`config.mk`:
```
export PLATFORM = sky130hd
export DESIGN_NAME = bounded_leb128_stream_decoder
export DESIGN_NICKNAME = d
export VERILOG_FILES = /design/src/rtl/lebd_pkg.sv /design/src/rtl/lebd_front.sv /design/src/rtl/lebd_fifo.sv /design/src/rtl/lebd_back.sv /design/src/rtl/bounded_leb128_stream_decoder.sv
export SDC_FILE = /design/constraint.sdc
export NUM_CORES = 1
export LEC_CHECK = 0
export BUFFER_PORTS_ARGS = -buffer_cell sky130_fd_sc_hd__clkbuf_2
export CORE_MARGIN = 3
export CORE_UTILIZATION = 58
export DETAILED_ROUTE_END_ITERATION = 8
export PLACE_DENSITY = 0.82
export SETUP_SLACK_MARGIN = 0.05
export SYNTH_ARGS = -nofsm -noshare
export SYNTH_HDL_FRONTEND = slang
export SYNTH_HIERARCHICAL = 1
export SYNTH_SLANG_ARGS = --single-unit
```
`constraint.sdc`:
```
create_clock -name clock -period 10.4 [get_ports clock]
set_input_delay 3.12 -clock clock [delete_from_list [all_inputs] [get_ports clock]]
set_output_delay 3.12 -clock clock [all_outputs]
set_load 0.005 [all_outputs]
```
`src/rtl/lebd_pkg.sv`:
```
package lebd_pkg;

   typedef enum logic [1:0] {
      KIND_U32 = 2'd0,
      KIND_S32 = 2'd1,
      KIND_U64 = 2'd2,
      KIND_S64 = 2'd3
   } kind_type;

   typedef enum logic [1:0] {
      STATUS_OK     = 2'd0,
      STATUS_LENGTH = 2'd1,
      STATUS_SIGN   = 2'd2
   } status_type;

   localparam int QUEUE_DEPTH = 2;

   localparam logic [3:0] NARROW_LIMIT = 4'd5;
   localparam logic [3:0] WIDE_LIMIT   = 4'd10;

   localparam logic [7:0] NARROW_TOP_MASK = 8'hf0;
   localparam logic [7:0] NARROW_TOP_ONES = 8'h70;
   localparam logic [7:0] WIDE_TOP_MASK   = 8'hfe;
   localparam logic [7:0] WIDE_TOP_ONES   = 8'h7e;

   typedef struct packed {
      logic [7:0] data_byte;
      logic [3:0] pos;
      kind_type   kind;
      logic       last;
      status_type status;
   } entry_type;

   function automatic logic kind_is_wide(kind_type kind);
      return (kind == KIND_U64) || (kind == KIND_S64);
   endfunction

   function automatic logic kind_is_signed(kind_type kind);
      return (kind == KIND_S32) || (kind == KIND_S64);
   endfunction

endpackage

```
`src/rtl/lebd_front.sv`:
```
module lebd_front (
   input  logic                clock,
   input  logic                reset,
   input  logic                req_tvalid,
   output logic                req_tready,
   input  logic [7:0]          req_tdata,   // data_byte[7:0]
   input  logic [1:0]          req_tuser,   // action[1:0]
   input  logic                req_tlast,
   input  logic                q_ready,
   output logic                q_push,
   output lebd_pkg::entry_type q_entry
);

   logic [3:0]         bytes_seen_ff, bytes_seen_in;
   lebd_pkg::kind_type kind_ff, kind_in;
   lebd_pkg::kind_type kind;
   logic [3:0]         limit;
   logic [3:0]         count;
   logic               wide;
   logic               last;
   lebd_pkg::status_type status;
   logic [7:0]         b;

   assign req_tready = q_ready;
   assign q_push     = req_tvalid && q_ready;
   assign b          = req_tdata;

   always_comb begin
      kind   = (bytes_seen_ff == 4'd0) ? lebd_pkg::kind_type'(req_tuser) : kind_ff;
      wide   = lebd_pkg::kind_is_wide(kind);
      limit  = wide ? lebd_pkg::WIDE_LIMIT : lebd_pkg::NARROW_LIMIT;
      count  = bytes_seen_ff + 4'd1;
      last   = 1'b1;
      status = lebd_pkg::STATUS_OK;
      if (b[7]) begin
         if (count >= limit || req_tlast) begin
            status = lebd_pkg::STATUS_LENGTH;
         end else begin
            last = 1'b0;
         end
      end else if (lebd_pkg::kind_is_signed(kind) && count == limit) begin
         if (!wide) begin
            if (b[3] ? ((b & lebd_pkg::NARROW_TOP_MASK) != lebd_pkg::NARROW_TOP_ONES)
                     : ((b & lebd_pkg::NARROW_TOP_MASK) != 8'h00)) begin
               status = lebd_pkg::STATUS_SIGN;
            end
         end else begin
            if (b[0] ? ((b & lebd_pkg::WIDE_TOP_MASK) != lebd_pkg::WIDE_TOP_ONES)
                     : ((b & lebd_pkg::WIDE_TOP_MASK) != 8'h00)) begin
               status = lebd_pkg::STATUS_SIGN;
            end
         end
      end
   end

   always_comb begin
      q_entry.data_byte = b;
      q_entry.pos       = bytes_seen_ff;
      q_entry.kind      = kind;
      q_entry.last      = last;
      q_entry.status    = status;
   end

   always_comb begin
      bytes_seen_in = bytes_seen_ff;
      kind_in       = kind_ff;
      if (q_push) begin
         bytes_seen_in = last ? 4'd0 : count;
         kind_in       = kind;
      end
   end

   always_ff @(posedge clock) begin
      if (reset) begin
         bytes_seen_ff <= 4'd0;
         kind_ff       <= lebd_pkg::KIND_U32;
      end else begin
         bytes_seen_ff <= bytes_seen_in;
         kind_ff       <= kind_in;
      end
   end

   assert property (@(posedge clock) disable iff (reset)
      bytes_seen_ff < lebd_pkg::WIDE_LIMIT)
      else $error("byte position ran past the wide limit");

   assert property (@(posedge clock) disable iff (reset)
      (bytes_seen_ff != 4'd0 && !lebd_pkg::kind_is_wide(kind_ff))
         |-> bytes_seen_ff < lebd_pkg::NARROW_LIMIT)
      else $error("byte position ran past the narrow limit");

   assert property (@(posedge clock) disable iff (reset)
      (q_push && !q_entry.last) |=> bytes_seen_ff == $past(bytes_seen_ff) + 4'd1)
      else $error("byte position did not advance on a continued number");

endmodule

```
`src/rtl/lebd_fifo.sv`:
```
module lebd_fifo #(
   parameter int DEPTH = lebd_pkg::QUEUE_DEPTH
) (
   input  logic                clock,
   input  logic                reset,
   input  logic                push,
   input  lebd_pkg::entry_type push_entry,
   output logic                push_ready,
   input  logic                pop,
   output logic                pop_valid,
   output lebd_pkg::entry_type pop_entry
);

   localparam int PTR_W = (DEPTH > 1) ? $clog2(DEPTH) : 1;
   localparam int CNT_W = $clog2(DEPTH + 1);

   lebd_pkg::entry_type mem [DEPTH];
   logic [PTR_W-1:0] wr_ptr_ff, wr_ptr_in;
   logic [PTR_W-1:0] rd_ptr_ff, rd_ptr_in;
   logic [CNT_W-1:0] count_ff, count_in;

   assign push_ready = (count_ff != CNT_W'(DEPTH));
   assign pop_valid  = (count_ff != '0);
   assign pop_entry  = mem[rd_ptr_ff];

   always_comb begin
      wr_ptr_in = wr_ptr_ff;
      rd_ptr_in = rd_ptr_ff;
      count_in  = count_ff;
      if (push) begin
         wr_ptr_in = (wr_ptr_ff == PTR_W'(DEPTH - 1)) ? '0 : wr_ptr_ff + 1'b1;
      end
      if (pop) begin
         rd_ptr_in = (rd_ptr_ff == PTR_W'(DEPTH - 1)) ? '0 : rd_ptr_ff + 1'b1;
      end
      if (push && !pop) begin
         count_in = count_ff + 1'b1;
      end else if (pop && !push) begin
         count_in = count_ff - 1'b1;
      end
   end

   always_ff @(posedge clock) begin
      if (push) begin
         mem[wr_ptr_ff] <= push_entry;
      end
   end

   always_ff @(posedge clock) begin
      if (reset) begin
         wr_ptr_ff <= '0;
         rd_ptr_ff <= '0;
         count_ff  <= '0;
      end else begin
         wr_ptr_ff <= wr_ptr_in;
         rd_ptr_ff <= rd_ptr_in;
         count_ff  <= count_in;
      end
   end

   assert property (@(posedge clock) disable iff (reset)
      count_ff <= CNT_W'(DEPTH))
      else $error("queue fill count exceeds depth");

   assert property (@(posedge clock) disable iff (reset)
      pop |-> pop_valid)
      else $error("pop from empty queue");

   assert property (@(posedge clock) disable iff (reset)
      push |-> push_ready)
      else $error("push into full queue");

endmodule

```
`src/rtl/lebd_back.sv`:
```
module lebd_back (
   input  logic                clock,
   input  logic                reset,
   input  logic                q_valid,
   input  lebd_pkg::entry_type q_entry,
   output logic                q_pop,
   output logic                rsp_tvalid,
   input  logic                rsp_tready,
   output logic [71:0]         rsp_tdata,   // value[63:0], byte_count[67:64], zero pad
   output logic [1:0]          rsp_tuser    // status[1:0]
);

   logic [63:0]          acc_ff, acc_in;
   logic                 rsp_valid_ff, rsp_valid_in;
   logic [63:0]          value_ff, value_in;
   logic [3:0]           count_ff, count_in;
   lebd_pkg::status_type status_ff, status_in;

   logic [6:0]  shamt_wide;
   logic [63:0] acc_sum;
   logic [3:0]  count;
   logic [6:0]  sbit_wide;
   logic [5:0]  sbit;
   logic [63:0] base;
   logic [63:0] value;
   logic        load;

   assign q_pop = q_valid && (!q_entry.last || !rsp_valid_ff || rsp_tready);
   assign load  = q_pop && q_entry.last;

   always_comb begin
      shamt_wide = {q_entry.pos, 3'b000} - {3'b000, q_entry.pos};
      acc_sum    = acc_ff | (64'(q_entry.data_byte[6:0]) << shamt_wide[5:0]);
      count      = q_entry.pos + 4'd1;
      sbit_wide  = {count, 3'b000} - {3'b000, count} - 7'd1;
      if (lebd_pkg::kind_is_wide(q_entry.kind)) begin
         base = acc_sum;
         sbit = (sbit_wide > 7'd63) ? 6'd63 : sbit_wide[5:0];
      end else begin
         base = {32'h0, acc_sum[31:0]};
         sbit = (sbit_wide > 7'd31) ? 6'd31 : sbit_wide[5:0];
      end
      value = base;
      if (lebd_pkg::kind_is_signed(q_entry.kind) && base[sbit]) begin
         value = base | (~64'h0 << sbit);
      end
   end

   always_comb begin
      acc_in       = acc_ff;
      rsp_valid_in = rsp_valid_ff && !rsp_tready;
      value_in     = value_ff;
      count_in     = count_ff;
      status_in    = status_ff;
      if (q_pop) begin
         acc_in = q_entry.last ? 64'h0 : acc_sum;
      end
      if (load) begin
         rsp_valid_in = 1'b1;
         status_in    = q_entry.status;
         if (q_entry.status == lebd_pkg::STATUS_OK) begin
            value_in = value;
            count_in = count;
         end else begin
            value_in = 64'h0;
            count_in = 4'd0;
         end
      end
   end

   always_ff @(posedge clock) begin
      if (reset) begin
         acc_ff       <= 64'h0;
         rsp_valid_ff <= 1'b0;
      end else begin
         acc_ff       <= acc_in;
         rsp_valid_ff <= rsp_valid_in;
      end
   end

   always_ff @(posedge clock) begin
      value_ff  <= value_in;
      count_ff  <= count_in;
      status_ff <= status_in;
   end

   assign rsp_tvalid = rsp_valid_ff;
   assign rsp_tdata  = {4'h0, count_ff, value_ff};
   assign rsp_tuser  = status_ff;

   assert property (@(posedge clock) disable iff (reset)
      (rsp_valid_ff && status_ff != lebd_pkg::STATUS_OK) |-> (value_ff == 64'h0 && count_ff == 4'd0))
      else $error("error result carries a value or byte count");

   assert property (@(posedge clock) disable iff (reset)
      (rsp_valid_ff && status_ff == lebd_pkg::STATUS_OK)
         |-> (count_ff != 4'd0 && count_ff <= lebd_pkg::WIDE_LIMIT))
      else $error("good result byte count out of range");

   assert property (@(posedge clock) disable iff (reset)
      load |=> acc_ff == 64'h0)
      else $error("accumulator not cleared after a result");

endmodule

```
`src/rtl/bounded_leb128_stream_decoder.sv`:
```
// LEB128 stream decoder.
// req_* carries one encoded byte per item: tdata is the byte, tuser the
// number kind (0 u32, 1 s32, 2 u64, 3 s64, taken from the first byte of
// each number) and tlast marks the last byte available in the buffer.
// rsp_* carries one item per finished number: tdata holds the 64-bit value
// and the byte count, tuser the status (0 ok, 1 truncated or too long,
// 2 bad sign extension on the final byte). Errors give value 0, count 0.
// A front stage tags each byte with its position, kind and end/error
// status and pushes it into a short queue; a back stage ORs the 7-bit
// group into the accumulator and loads the output register on the last
// byte of a number.
// Results are registered: a final byte passes the queue, then loads the output
// register. Throughput: one byte per cycle, set by the single accumulate step
// of the back stage, while no finished result is held by a low rsp_tready.
// Reset clears the byte position, the kind, the accumulator, the queue and
// the output valid. While rsp_tready is low the result holds; the queue
// keeps taking bytes until it fills, then req_tready drops.
module bounded_leb128_stream_decoder #(
   parameter int QUEUE_DEPTH = lebd_pkg::QUEUE_DEPTH
) (
   input  logic        clock,
   input  logic        reset,
   input  logic        req_tvalid,
   output logic        req_tready,
   input  logic [7:0]  req_tdata,   // data_byte[7:0]
   input  logic [1:0]  req_tuser,   // action[1:0]
   input  logic        req_tlast,   // buffer_end
   output logic        rsp_tvalid,
   input  logic        rsp_tready,
   output logic [71:0] rsp_tdata,   // value[63:0], byte_count[67:64], zero pad
   output logic [1:0]  rsp_tuser    // status[1:0]
);

   logic                q_push;
   logic                q_push_ready;
   lebd_pkg::entry_type q_push_entry;
   logic                q_pop;
   logic                q_pop_valid;
   lebd_pkg::entry_type q_pop_entry;

   lebd_front u_front (
      .clock      (clock),
      .reset      (reset),
      .req_tvalid (req_tvalid),
      .req_tready (req_tready),
      .req_tdata  (req_tdata),
      .req_tuser  (req_tuser),
      .req_tlast  (req_tlast),
      .q_ready    (q_push_ready),
      .q_push     (q_push),
      .q_entry    (q_push_entry)
   );

   lebd_fifo #(
      .DEPTH (QUEUE_DEPTH)
   ) u_fifo (
      .clock      (clock),
      .reset      (reset),
      .push       (q_push),
      .push_entry (q_push_entry),
      .push_ready (q_push_ready),
      .pop        (q_pop),
      .pop_valid  (q_pop_valid),
      .pop_entry  (q_pop_entry)
   );

   lebd_back u_back (
      .clock      (clock),
      .reset      (reset),
      .q_valid    (q_pop_valid),
      .q_entry    (q_pop_entry),
      .q_pop      (q_pop),
      .rsp_tvalid (rsp_tvalid),
      .rsp_tready (rsp_tready),
      .rsp_tdata  (rsp_tdata),
      .rsp_tuser  (rsp_tuser)
   );

endmodule

```
==> metrics list, run 1 <==
- Of the total power, the share spent switching nets is 0.512.
* Gp weighted congestion: slightly below 1
* Number of inserted diodes: 0
- Net switching component of the power: roughly 2100 uW
* Via count of the routed design: between 9000 and 10000
* Setup WS pre-CTS: roughly 4.5 ns
- Portion of total power attributed to the clock network: 0.156
- Setup violations remaining at the end of the flow were counted as 0.
* Number of buffers inserted by post-CTS setup repair: 0
* NumNets Final: ~1100
* Number of buffers added by the clock tree synthesis step: 17
* Clock sink count: 178
- The largest individual stage delay along the critical path comes from the cell sky130_fd_sc_hd__dfxtp_1.
- Critical path buffer and inverter count: 2
- Transition time of the tightest slew-check pin: 1.13 ns
- Depth of the CTS H-tree: 4
* Area enclosed by the die boundary: a little under 20000 sq um
* Data required, critical path: roughly 11 ns
- Dividing the detail-routed via count by the number of cells gives between 6 and 7.
- Input and output buffers added on the ports amount to 86.
* Fin. Hold Viols: 0
* Worst max-slew margin expressed relative to the limit: 0.247
- Fraction of final layout cells with drive strength greater than 1: 0.172
- Fmax: about 160 MHz
- Setup repair after global routing left no endpoint under its margin.
* Met2 demand-to-capacity share in global routing: 0.490
* Number of synthesis warnings: 6
* Cell internal pwr: between 2000 and 2500 uW
* Worst path max stage delay: between 0.7 and 0.8 ns
- Register share of total power: 0.245
- In this run the worst hold path is classified as reg2reg.
- Clock slew seen by the registers of the worst setup and hold paths: ~0.070 ns
- The die is 139 microns tall.
* Post-route DRC: 0
* TritonCTS clock tree: yes
* Initial Util: 0.604
* Layer with the highest usage after global routing: met2
- Detailed-router iteration count before antenna repair: 7
* Category of cells accounting for the largest share of critical-path delay: compound AO/OA/AOI/OAI gates
* Total stage count of the critical path: 13
- Hold slack: about 0.48 ns
- For met3 alone, demand over resource in global routing was 0.0876.
* Detailed-route wire length: 30.9 mm
- After clock tree synthesis, the flow added hold-fix buffers numbering 0.
* Capturing element type of the critical path: flip-flop
* Worst Setup Slack, final: ~4.2 ns
- For met1 alone, demand over resource in global routing was 0.405.
- Count of pins on the block boundary: between 90 and 100
* DRC marker count from the first detailed-route iteration: about 1500
- Post-cts resize count: 0
- Syn avg cell area: about 9.6 sq um
- Outcome: finished clean
- Fill count: 1350
* Max Cap Violations: 0
* First-pass GRT wire length: ~48 mm
- The core region is ~17000 sq um.
* Area growth from synthesis to layout: 9.43%
* Util after Layout: 0.661
- Entering global routing, the biggest net connects 73 pins.
- Across every metal layer, demand over resource in global routing totals 0.315.
- Subtracting the final worst setup slack from the clock period gives 6.23 ns.
* Footprint of the multi-input gates: 5020 sq um
* Number of nets still failing antenna checks after routing: 0
- Detailed placer's ending HPWL: 21.6 mm
- Clock skew: between 0.01 and 0.015 ns
- Hold Path Stages: 2
* Register-to-register setup slack: between 4 and 5 ns
* CP arrival: ~6.4 ns
* Worst voltage drop across the vdd grid: approximately 0.24 mV
- The tree is rooted in a sky130_fd_sc_hd__clkbuf_16.
* Number of global-route vias before repair: 8561
- The critical path goes through mux2_1, buf_4, inv_1, ha_1, xor2_1, nand3_1, nand4_1, a21oi_1, mux2i_1, o2111ai_1, nor2_2, o211ai_2, o22ai_1.
- After technology mapping, the gate count stands at 1063.
* Footprint of the flip-flops and latches: 4580 sq um
- Total power divided by cell area: roughly 370 nW/um^2
- The critical path is of the reg2reg type.
- Post-Route Setup TNS: 0 ns
- The analysis attributes to cell leakage a power of approximately 0.0042 uW.
- In this run the cell area of the synthesized design comes to ~10000 sq um.
- In the final routed layout, each cell accounts on average for about 23 microns.
* Critical Path Fanout Max: 47
* Kind of launch point of the worst setup path: flip-flop
- Final Slew Violations: 0
- Buffer depth of the longest clock path: 2
- Number of core rows: 47
- For the worst-skew pair, the clock arrives at the later sink with an insertion delay of 0.44 ns.
* Total congestion overflow after global routing: 0
* Width of the die: 139 microns
* FF-to-FF path depth: 13
* Share of the cycle needed by the critical path after routing: 0.599
- Initial antenna violation count: 0
- The share of total power dissipated in combinational logic is 0.600.
[path summary, 6_finish.rpt]
| check | startpoint | endpoint |
|---|---|---|
| setup / recovery | flip-flop | u_back/value_ff[18]$_SDFFCE_PP0P_ |
| hold / removal | u_back/acc_ff[56]$_SDFFE_PP0P_ | u_back/acc_ff[56]$_SDFFE_PP0P_ |
| setup reg to reg | flip-flop | u_back/value_ff[18]$_SDFFCE_PP0P_ |
| hold reg to reg | u_back/acc_ff[56]$_SDFFE_PP0P_ | u_back/acc_ff[56]$_SDFFE_PP0P_ |
[cell type report]
type,count,share of cell area
inverter,24,0.00807
tap,220,0.0247
sequential,178,0.411
clock buffer,19,0.0406
timing repair buffer,109,0.0540
multi-input combinational,768,0.449
clock inverter,13,0.0124
[stage by stage]
| step | instances | total power (uW) | area [sq um] |
|---|---|---|---|
| global route | 1331 | 4340 | 11200 |
| floorplan | 1066 | 2730 | 10200 |
| detailed placement | 1299 | 3400 | 10600 |
| finish | 1331 | 4150 | 11200 |
| global placement | 1299 | 3380 | 10600 |
| CTS | 1331 | 4050 | 11200 |
[placed cells by master (no fill, tap or decap), types with 9 or more instances in the layout]
cell,n
sky130_fd_sc_hd__nor2_1,119
sky130_fd_sc_hd__edfxtp_1,102
sky130_fd_sc_hd__a21oi_1,92
sky130_fd_sc_hd__clkbuf_2,86
sky130_fd_sc_hd__dfxtp_1,76
sky130_fd_sc_hd__nand2_1,75
sky130_fd_sc_hd__o21ai_0,45
sky130_fd_sc_hd__o31ai_1,33
sky130_fd_sc_hd__nor3_1,27
sky130_fd_sc_hd__buf_4,23
sky130_fd_sc_hd__nand3_1,22
sky130_fd_sc_hd__a211oi_1,21
sky130_fd_sc_hd__inv_1,20
sky130_fd_sc_hd__clkbuf_16,17
sky130_fd_sc_hd__mux2_1,17
sky130_fd_sc_hd__o22ai_1,16
sky130_fd_sc_hd__nand2b_1,15
sky130_fd_sc_hd__o211ai_1,14
sky130_fd_sc_hd__a31oi_1,13
sky130_fd_sc_hd__mux2i_1,13
sky130_fd_sc_hd__o211a_1,13
sky130_fd_sc_hd__and2_1,12
sky130_fd_sc_hd__a21o_1,11
sky130_fd_sc_hd__o32ai_1,11
sky130_fd_sc_hd__nand4_1,10
sky130_fd_sc_hd__ha_1,10
sky130_fd_sc_hd__nor4_1,9
sky130_fd_sc_hd__a221oi_1,9
[worst register-to-register path, stage by stage (launching register included)]
cell	delay (ns)
sky130_fd_sc_hd__dfxtp_1	0.75
sky130_fd_sc_hd__mux2_1	0.39
sky130_fd_sc_hd__buf_4	0.30
sky130_fd_sc_hd__inv_1	0.40
sky130_fd_sc_hd__ha_1	0.74
sky130_fd_sc_hd__xor2_1	0.45
sky130_fd_sc_hd__nand3_1	0.21
sky130_fd_sc_hd__nand4_1	0.68
sky130_fd_sc_hd__a21oi_1	0.57
sky130_fd_sc_hd__mux2i_1	0.15
sky130_fd_sc_hd__o2111ai_1	0.43
sky130_fd_sc_hd__nor2_2	0.14
sky130_fd_sc_hd__o211ai_2	0.54
sky130_fd_sc_hd__o22ai_1	0.21
[routing by layer]
| layer | part of all wire | vias to the layer above |
|---|---|---|
| met1 | 0.38 | 4315 |
| met3 | 0.12 | 140 |
| li1 | - | 4081 |
| met2 | 0.45 | 640 |
| met5 | 0 | - |
| met4 | 0.055 | 0 |
[power groups by stage]
| stage | clock (uW) | sequential [uW] | combinational, uW |
|---|---|---|---|
| after detailed placement | 0 | 1030 | 2370 |
| after CTS | 654 | 1020 | 2380 |
| after floorplan | 0 | 1030 | 1700 |
| final | 648 | 1020 | 2490 |
| after global placement | 0 | 1030 | 2350 |
| after global routing | 683 | 1030 | 2620 |
[state kept, by name, indices dropped and copies added, names as in the netlist, named ones only]
name / flops
u_front/kind_ff: 2
u_fifo/count_ff: 2
u_back/rsp_tuser: 2
u_back/value_ff: 64
u_fifo/rd_ptr_ff: 1
u_back/rsp_tvalid: 1
u_back/count_ff: 4
u_fifo/mem: 32
u_fifo/wr_ptr_ff: 1
u_back/acc_ff: 64
u_front/bytes_seen_ff: 4
Note: power is estimated with default switching activity, not from simulation.
==> inputs of run 2 (changes only) <==
==> constraint.sdc (replaced) <==
create_clock -name clock -period 6.3 [get_ports clock]
set_input_delay 1.89 -clock clock [delete_from_list [all_inputs] [get_ports clock]]
set_output_delay 1.89 -clock clock [all_outputs]
set_load 0.005 [all_outputs]
==> run 2 against run 1 <==
  * Sequential power grew 63%
  * Final cell count grew 0.30%
  * Via count grew 0.94%
  * First-iteration DRC count shrank 15%
  * Clock power grew 65%
  * Global-route usage grew 0.20 points
  * Fmax grew 15%
  * Count of clock-buffer cells in the layout grew 6
  * Non-clock buffer count grew 4
  * Utilization grew 0.28 points
  * Total power grew 66%
  * Sequential cell count is the same
  * Critical path type unchanged
==> metrics list, run 2 (synthesis gave the netlist of run 1 again) <==
- Outcome: finished clean (unchanged).
- The switching power as a share of total power was 0.507 (was 0.512).
* Global-route total usage across every layer: 0.317 (was 0.315)
* Number of global-route vias before repair: 8471 (was 8561)
* Footprint of the multi-input gates: 5020 sq um (unchanged)
* Clock slew seen by the registers of the worst setup and hold paths: 0.07 ns (about the same)
- Initial Util: 0.604 (unchanged)
* Clock sink count: 178 (unchanged)
- Net switching component of the power: 3500 uW (was 2130 uW)
- The HPWL after detailed placement came to 22.0 mm (was 21.6 mm).
- The number of fillers in the final layout came to 1312 (was 1350).
- Biggest registers after layout: u_back/acc_ff x64, u_back/value_ff x64, u_fifo/mem x32 (unchanged).
- The hold-fix buffer count after cts came to 0 (unchanged).
- Gp weighted congestion: 1.03 (was 0.980)
- The maximum fanout along the worst path came to 35 (was 47).
* Number of core rows: 47 (unchanged)
- TritonCTS clock tree: yes (unchanged)
* Number of buffers added on ports: 86 (unchanged)
- The clock buffer count from CTS came to 17 (unchanged).
- Number of nets still failing antenna checks after routing: 0 (unchanged)
* Post-route cell area: 11200 sq um (about the same)
- Transition time of the tightest slew-check pin: 1.12 ns (was 1.13 ns)
- The post-route DRC violation count was 0 (unchanged).
- The routed via count came to 9262 (was 9176).
- The data arrival time of the critical path came to 5.69 ns (was 6.37 ns).
- The total negative slack for setup checks came to 0 ns (unchanged).
* Root Driver: sky130_fd_sc_hd__clkbuf_16 (unchanged)
* Data required, critical path: 6.56 ns (was 10.54 ns)
- Kind of launch point of the worst setup path: flip-flop (unchanged)
- The buffer levels on the longest clock path was 2 (unchanged).
- The total length of routed wires came to 31.3 mm (was 30.9 mm).
* Width of the die: 139 microns (unchanged)
- The class of the most critical hold timing path was reg2reg (unchanged).
- Routed via count divided by cell count: 6.94 (was 6.89)
* Gate power share: 0.605 (was 0.600)
* Leading cell types in the layout, fill and taps excluded: sky130_fd_sc_hd__nor2_1 (119), sky130_fd_sc_hd__edfxtp_1 (102), sky130_fd_sc_hd__a21oi_1 (92), sky130_fd_sc_hd__clkbuf_2 (86), sky130_fd_sc_hd__dfxtp_1 (76) (unchanged)
- Area growth from synthesis to layout: 9.90% (was 9.43%)
- Fin. Hold Viols: 0 (unchanged)
* Cell internal pwr: 3410 uW (was 2030 uW)
- Fraction of final layout cells with drive strength greater than 1: 0.173 (was 0.172)
- The pin count of the biggest net entering global routing was 73 (unchanged).
- The iteration-0 DRC count of the detailed router was 1308 (was 1530).
- The portion of total power attributed to the clock network is 0.155 (was 0.156).
* Min cycle time layout: 5.43 ns (was 6.23 ns)
* Number of buffers inserted by post-CTS setup repair: 0 (unchanged)
- Register share of total power: 0.240 (was 0.245)
- The y dimension of the die came to 139 microns (unchanged).
* Post-cts resize count: 0 (unchanged)
- The type of element capturing the critical path is a flip-flop (unchanged).
* Total power divided by cell area: 617 nW/um^2 (was 372 nW/um^2)
- Area enclosed by the die boundary: 19200 sq um (unchanged)
* Detailed-router iteration count before antenna repair: 7 (unchanged)
* First-pass GRT wire length: 48.2 mm (was 47.9 mm)
- Final Slew Violations: 0 (unchanged)
- Area after detailed placement: 10600 sq um (about the same)
* Setup violators final: 0 (unchanged)
* Total congestion overflow after global routing: 0 (unchanged)
- The total area of sequential cells came to 4580 sq um (unchanged).
- The count of inserted antenna diode cells came to 0 (unchanged).
- Initial antenna violation count: 1 (was 0)
- Lkg Pwr: 0.00421 uW (was 0.00418 uW)
* Max Cap Violations: 0 (unchanged)
* Count of pins on the block boundary: 91 (unchanged)
- Average wire per standard cell: 23.4 microns (was 23.2 microns)
- Fmax: 184 MHz (was 160 MHz)
- Clock skew: 0.0118 ns (was 0.0139 ns)
* NumNets Final: 1127 (was 1123)
- The max-slew headroom at the worst pin was 0.250 (was 0.247).
* Worst voltage drop across the vdd grid: 0.546 mV (was 0.236 mV)
- The H-tree depth came to 4 (unchanged).
- RSZ-0062 raised after global routing: false (unchanged).
* Share of the cycle needed by the critical path after routing: 0.862 (was 0.599)
- The clock latency of the later-clocked register in the worst-skew pair came to 0.43 ns (was 0.44 ns).
* CORE AREA: 16900 sq um (unchanged)
- Leading cell type in the layout, fill and taps excluded: sky130_fd_sc_hd__nor2_1 (unchanged)
- The category of the most critical setup path is reg2reg (unchanged).
[run 2: power groups by stage]
| stage | clock network (uW) | registers [uW] | logic (uW) |
|---|---|---|---|
| floorplan | 0 | 1690 | 2810 |
| global placement | 0 | 1680 | 3970 |
| detailed placement | 0 | 1690 | 3970 |
| CTS | 1080 | 1660 | 4000 |
| global route | 1130 | 1690 | 4410 |
| finish | 1070 | 1660 | 4180 |
[run 2: path summary, 6_finish.rpt]
kind	startpoint	end	slack (ns)	cells past startpoint
setup reg to reg	flip-flop	u_back/value_ff[1]$_SDFFCE_PP0P_	0.87	12
hold / removal	u_back/acc_ff[60]$_SDFFE_PP0P_	u_back/acc_ff[60]$_SDFFE_PP0P_	0.47	2
hold reg to reg	u_back/acc_ff[60]$_SDFFE_PP0P_	u_back/acc_ff[60]$_SDFFE_PP0P_	0.47	2
setup / recovery	flip-flop	u_back/value_ff[1]$_SDFFCE_PP0P_	0.87	12
[run 2: per-stage QoR]
stage | std cells | util | setup WS (ns) | hold slack, ns | power, uW
after floorplan | 1066 | - | 1.11 | 0.436 | 4510
after global placement | 1302 | 0.628 | 1.15 | 0.447 | 5650
after detailed placement | 1302 | 0.628 | 1.09 | 0.459 | 5660
after CTS | 1334 | 0.663 | 1.08 | 0.481 | 6740
after global routing | 1335 | 0.664 | 0.507 | 0.499 | 7220
final | 1335 | 0.664 | 0.872 | 0.473 | 6910
[run 2: metal layers]
metal	global-route usage	up-vias	routed length [microns]
met4	0.177	2	2100
met1	0.408	4315	11800
met5	0	-	15
met3	0.0921	179	3580
met2	0.481	684	13800
li1	-	4082	-
[run 2: layout make-up]
type,count,area share
inverter,24,0.00804
multi-input combinational,768,0.448
sequential,178,0.409
timing repair buffer,113,0.0568
clock inverter,7,0.00502
tap,220,0.0246
clock buffer,25,0.0490
[run 2: critical path: stages (launching register included)]
cell                       delay, ns
sky130_fd_sc_hd__dfxtp_1        0.34
sky130_fd_sc_hd__buf_4          0.23
sky130_fd_sc_hd__mux2_1         0.42
sky130_fd_sc_hd__inv_1          0.20
sky130_fd_sc_hd__ha_1           1.00
sky130_fd_sc_hd__inv_1          0.38
sky130_fd_sc_hd__o22ai_1        0.60
sky130_fd_sc_hd__a311oi_1       0.23
sky130_fd_sc_hd__o31ai_1        0.54
sky130_fd_sc_hd__o311ai_4       0.23
sky130_fd_sc_hd__nor3_1         0.62
sky130_fd_sc_hd__nand3_1        0.21
sky130_fd_sc_hd__a21oi_1        0.24
==> inputs of run 3 (changes only) <==
--- a/config.mk
+++ b/config.mk
@@ -6,6 +6,7 @@
 export NUM_CORES = 1
 export LEC_CHECK = 0
 export BUFFER_PORTS_ARGS = -buffer_cell sky130_fd_sc_hd__clkbuf_2
+export CORE_ASPECT_RATIO = 0.7
 export CORE_MARGIN = 3
 export CORE_UTILIZATION = 58
 export DETAILED_ROUTE_END_ITERATION = 8
==> run 3 against run 2 <==
  * Combinational power grew 2%
  * Register-to-register slack lost 0.33 ns
  * Utilization shrank 0.086 points
  * Critical path depth is the same
  * Sequential share of layout area grew 0.28 points
  * Hold slack gained 0.0064 ns
  * Routed wire length grew 2.0%
  * Cell area shrank 0.67%
  * Via count grew 0.17%
  * Critical endpoint is now u_back/value_ff[21]$_SDFFCE_PP0P_
  * Largest power group unchanged
==> metrics list, run 3 (synthesis gave the netlist of run 1 again) <==
* Outcome: finished clean (unchanged)
- The total track usage was 0.332 (was 0.317).
* Number of core rows: 39 (was 47)
- Category of cells accounting for the largest share of critical-path delay: compound AO/OA/AOI/OAI gates (unchanged)
- The hold-fix buffer count after cts was 0 (unchanged).
* Footprint of the multi-input gates: 5020 sq um (about the same)
- Footprint of the flip-flops and latches: 4580 sq um (unchanged)
- The iteration-0 DRC count of the detailed router came to 1794 (was 1308).
* Clock skew: 0.00959 ns (was 0.0118 ns)
* Setup violators final: 0 (unchanged)
- The starting utilization of the core area was 0.608 (was 0.604).
- Number of buffers inserted by post-CTS setup repair: 0 (unchanged)
- The power per unit of standard cell area is 626 nW/um^2 (was 617 nW/um^2).
- The buffer levels on the longest clock path was 2 (unchanged).
- The final-stage net count was 1121 (was 1127).
- Fraction of final layout cells with drive strength greater than 1: 0.170 (was 0.173)
- CORE AREA: 16800 sq um (was 16900 sq um)
- The count of antenna-violating nets left after detailed routing is 0 (unchanged).
- The count of buffers inserted at the top-level ports came to 86 (unchanged).
- The peak supply drop came to 0.680 mV (was 0.546 mV).
- Critical path buffer and inverter count: 1 (was 3)
* Average wire per standard cell: 23.9 microns (was 23.4 microns)
* Maximum number of pins on one net before global-route repair: 73 (unchanged)
- Gp weighted congestion: 1.07 (was 1.03)
* Worst path max stage delay: 1.04 ns (was 1.00 ns)
* Area enclosed by the die boundary: 19200 sq um (about the same)
* Startpoint of the worst hold path: u_back/acc_ff[60]$_SDFFE_PP0P_ (unchanged)
- Root Driver: sky130_fd_sc_hd__clkbuf_16 (unchanged)
- Capturing element type of the critical path: flip-flop (unchanged)
* Leading cell type in the layout, fill and taps excluded: sky130_fd_sc_hd__nor2_1 (unchanged)
- Detailed-router iteration count before antenna repair: 6 (was 7)
- The total length of routed wires is 31.9 mm (was 31.3 mm).
- The H-tree depth is 4 (unchanged).
- RSZ-0062 raised after global routing: false (unchanged)
* Total congestion overflow after global routing: 0 (unchanged)
- The overall power of the completed layout was 6970 uW (was 6910 uW).
- Clock insertion delay at the later pin of the skew report: 0.44 ns (was 0.43 ns)
- Width of the die: 164 microns (was 139 microns)
- The via count of the first global-routing pass was 8161 (was 8471).
- The data required time at the worst endpoint came to 6.45 ns (was 6.56 ns).
- WS Path Type: reg2reg (unchanged)
- Number of inserted diodes: 0 (unchanged)
- Tightest Hold Check Type: reg2reg (unchanged)
- Count of pins on the block boundary: 91 (unchanged)
- Hold slack: 0.479 ns (was 0.473 ns)
- The HPWL after detailed placement came to 22.2 mm (was 22.0 mm).
- Biggest registers after layout: u_back/acc_ff x64, u_back/value_ff x64, u_fifo/mem x32 (unchanged).
* Final Slew Violations: 0 (unchanged)
- The final number of hold-violating endpoints came to 0 (unchanged).
- The number of resized instances in the post-cts repair step is 0 (unchanged).
- The data arrival time of the critical path was 5.91 ns (was 5.69 ns).
- Critical Path Fanout Max: 35 (unchanged)
- Critical-path top delay cell: sky130_fd_sc_hd__ha_1 (unchanged)
- Most used cell, CP: sky130_fd_sc_hd__o211ai_2 (was sky130_fd_sc_hd__inv_1)
- The post-route DRC violation count is 0 (unchanged).
- Sequence of cells on the critical path: mux2_1, inv_1, ha_1, o21a_1, o32a_1, nor4_1, a311oi_1, a221oi_1, nand3_1, o211ai_2, o211ai_2, o22ai_1 (was buf_4, mux2_1, inv_1, ha_1, inv_1, o22ai_1, a311oi_1, o31ai_1, o311ai_4, nor3_1, nand3_1, a21oi_1)
- Height of the chip: 117 microns (was 139 microns)
- The share of the cycle needed by the critical path after routing was 0.914 (was 0.862).
- Via count of the routed design: 9278 (was 9262)
* Clock slew seen by the registers of the worst setup and hold paths: 0.08 ns (was 0.07 ns)
* Area growth from synthesis to layout: 9.16% (was 9.90%)
* Routed via count divided by cell count: 6.96 (was 6.94)
* Lkg Pwr: 0.00416 uW (was 0.00421 uW)
* Max Cap Violations: 0 (unchanged)
- The maximum clock rate was 174 MHz (was 184 MHz).
- Clock sink count: 178 (unchanged)
* Post-Route Setup TNS: 0 ns (unchanged)
- First-pass GRT wire length: 48.4 mm (was 48.2 mm)
- Number of buffers added by the clock tree synthesis step: 17 (unchanged)
- The shortest period the worst path allows was 5.76 ns (was 5.43 ns).
* Worst max-slew margin expressed relative to the limit: 0.240 (was 0.250)
* TritonCTS clock tree: yes (unchanged)
- Leading cell types in the layout, fill and taps excluded: sky130_fd_sc_hd__nor2_1 (119), sky130_fd_sc_hd__edfxtp_1 (102), sky130_fd_sc_hd__a21oi_1 (92), sky130_fd_sc_hd__clkbuf_2 (86), sky130_fd_sc_hd__dfxtp_1 (76) (unchanged).
- The number of antenna violations at the first check in global routing came to 0 (was 1).
- The transition time at the pin with the least slew margin was 1.14 ns (was 1.12 ns).
- Fill count: 1372 (was 1312)
- The kind of start point of the critical path is a flip-flop (unchanged).
[run 3: worst register-to-register path: cells and delay by family, from the launching register on]
| kind | cells | cell delay [ns] |
|---|---|---|
| AO/OA/AOI/OAI | 7 | 2.59 |
| adder cells (fa/ha/maj) | 1 | 1.04 |
| flip-flops | 1 | 0.82 |
| multiplexers | 1 | 0.52 |
| AND/OR/NAND/NOR | 2 | 0.29 |
| buffers and inverters | 1 | 0.20 |
[run 3: per-stage QoR]
| step | cells | area, sq um | util | setup WS, ns |
|---|---|---|---|---|
| 3_5_place_dp | 1302 | 10600 | 0.629 | 0.842 |
| 6_report | 1334 | 11100 | 0.663 | 0.541 |
| 3_3_place_gp | 1302 | 10600 | 0.629 | 0.896 |
| 2_1_floorplan | 1066 | 10200 | - | 1.11 |
| 5_1_grt | 1334 | 11100 | 0.663 | 0.190 |
| 4_1_cts | 1334 | 11100 | 0.663 | 0.708 |
[run 3: final timing paths]
kind / to / slack [ns] / depth (start not counted)
setup / recovery: u_back/value_ff[21]$_SDFFCE_PP0P_ / 0.54 / 12
setup reg to reg: u_back/value_ff[21]$_SDFFCE_PP0P_ / 0.54 / 12
hold / removal: u_back/acc_ff[60]$_SDFFE_PP0P_ / 0.48 / 2
hold reg to reg: u_back/acc_ff[60]$_SDFFE_PP0P_ / 0.48 / 2
[run 3: area by class of cell]
cell class,instances,area share
multi-input cells,768,0.451
flip-flops and latches,178,0.412
repair buffers,107,0.0528
clock buffers,17,0.0382
well taps,225,0.0253
clock inverters,15,0.0131
inverters,24,0.00809
[run 3: report_power, final]
group,switching (uW),total (uW),leakage [uW],internal [uW]
Combinational,3060,4260,0.00229,1190
Sequential,109,1680,0.00159,1570
Clock,500,1030,0.000279,526
[run 3: routing by layer]
metal	track usage	vias up	wire length (microns)
met3	0.115	102	5060
met4	0.0821	0	1020
met5	0	-	0
li1	-	4076	-
met1	0.498	4345	13200
met2	0.460	755	12700
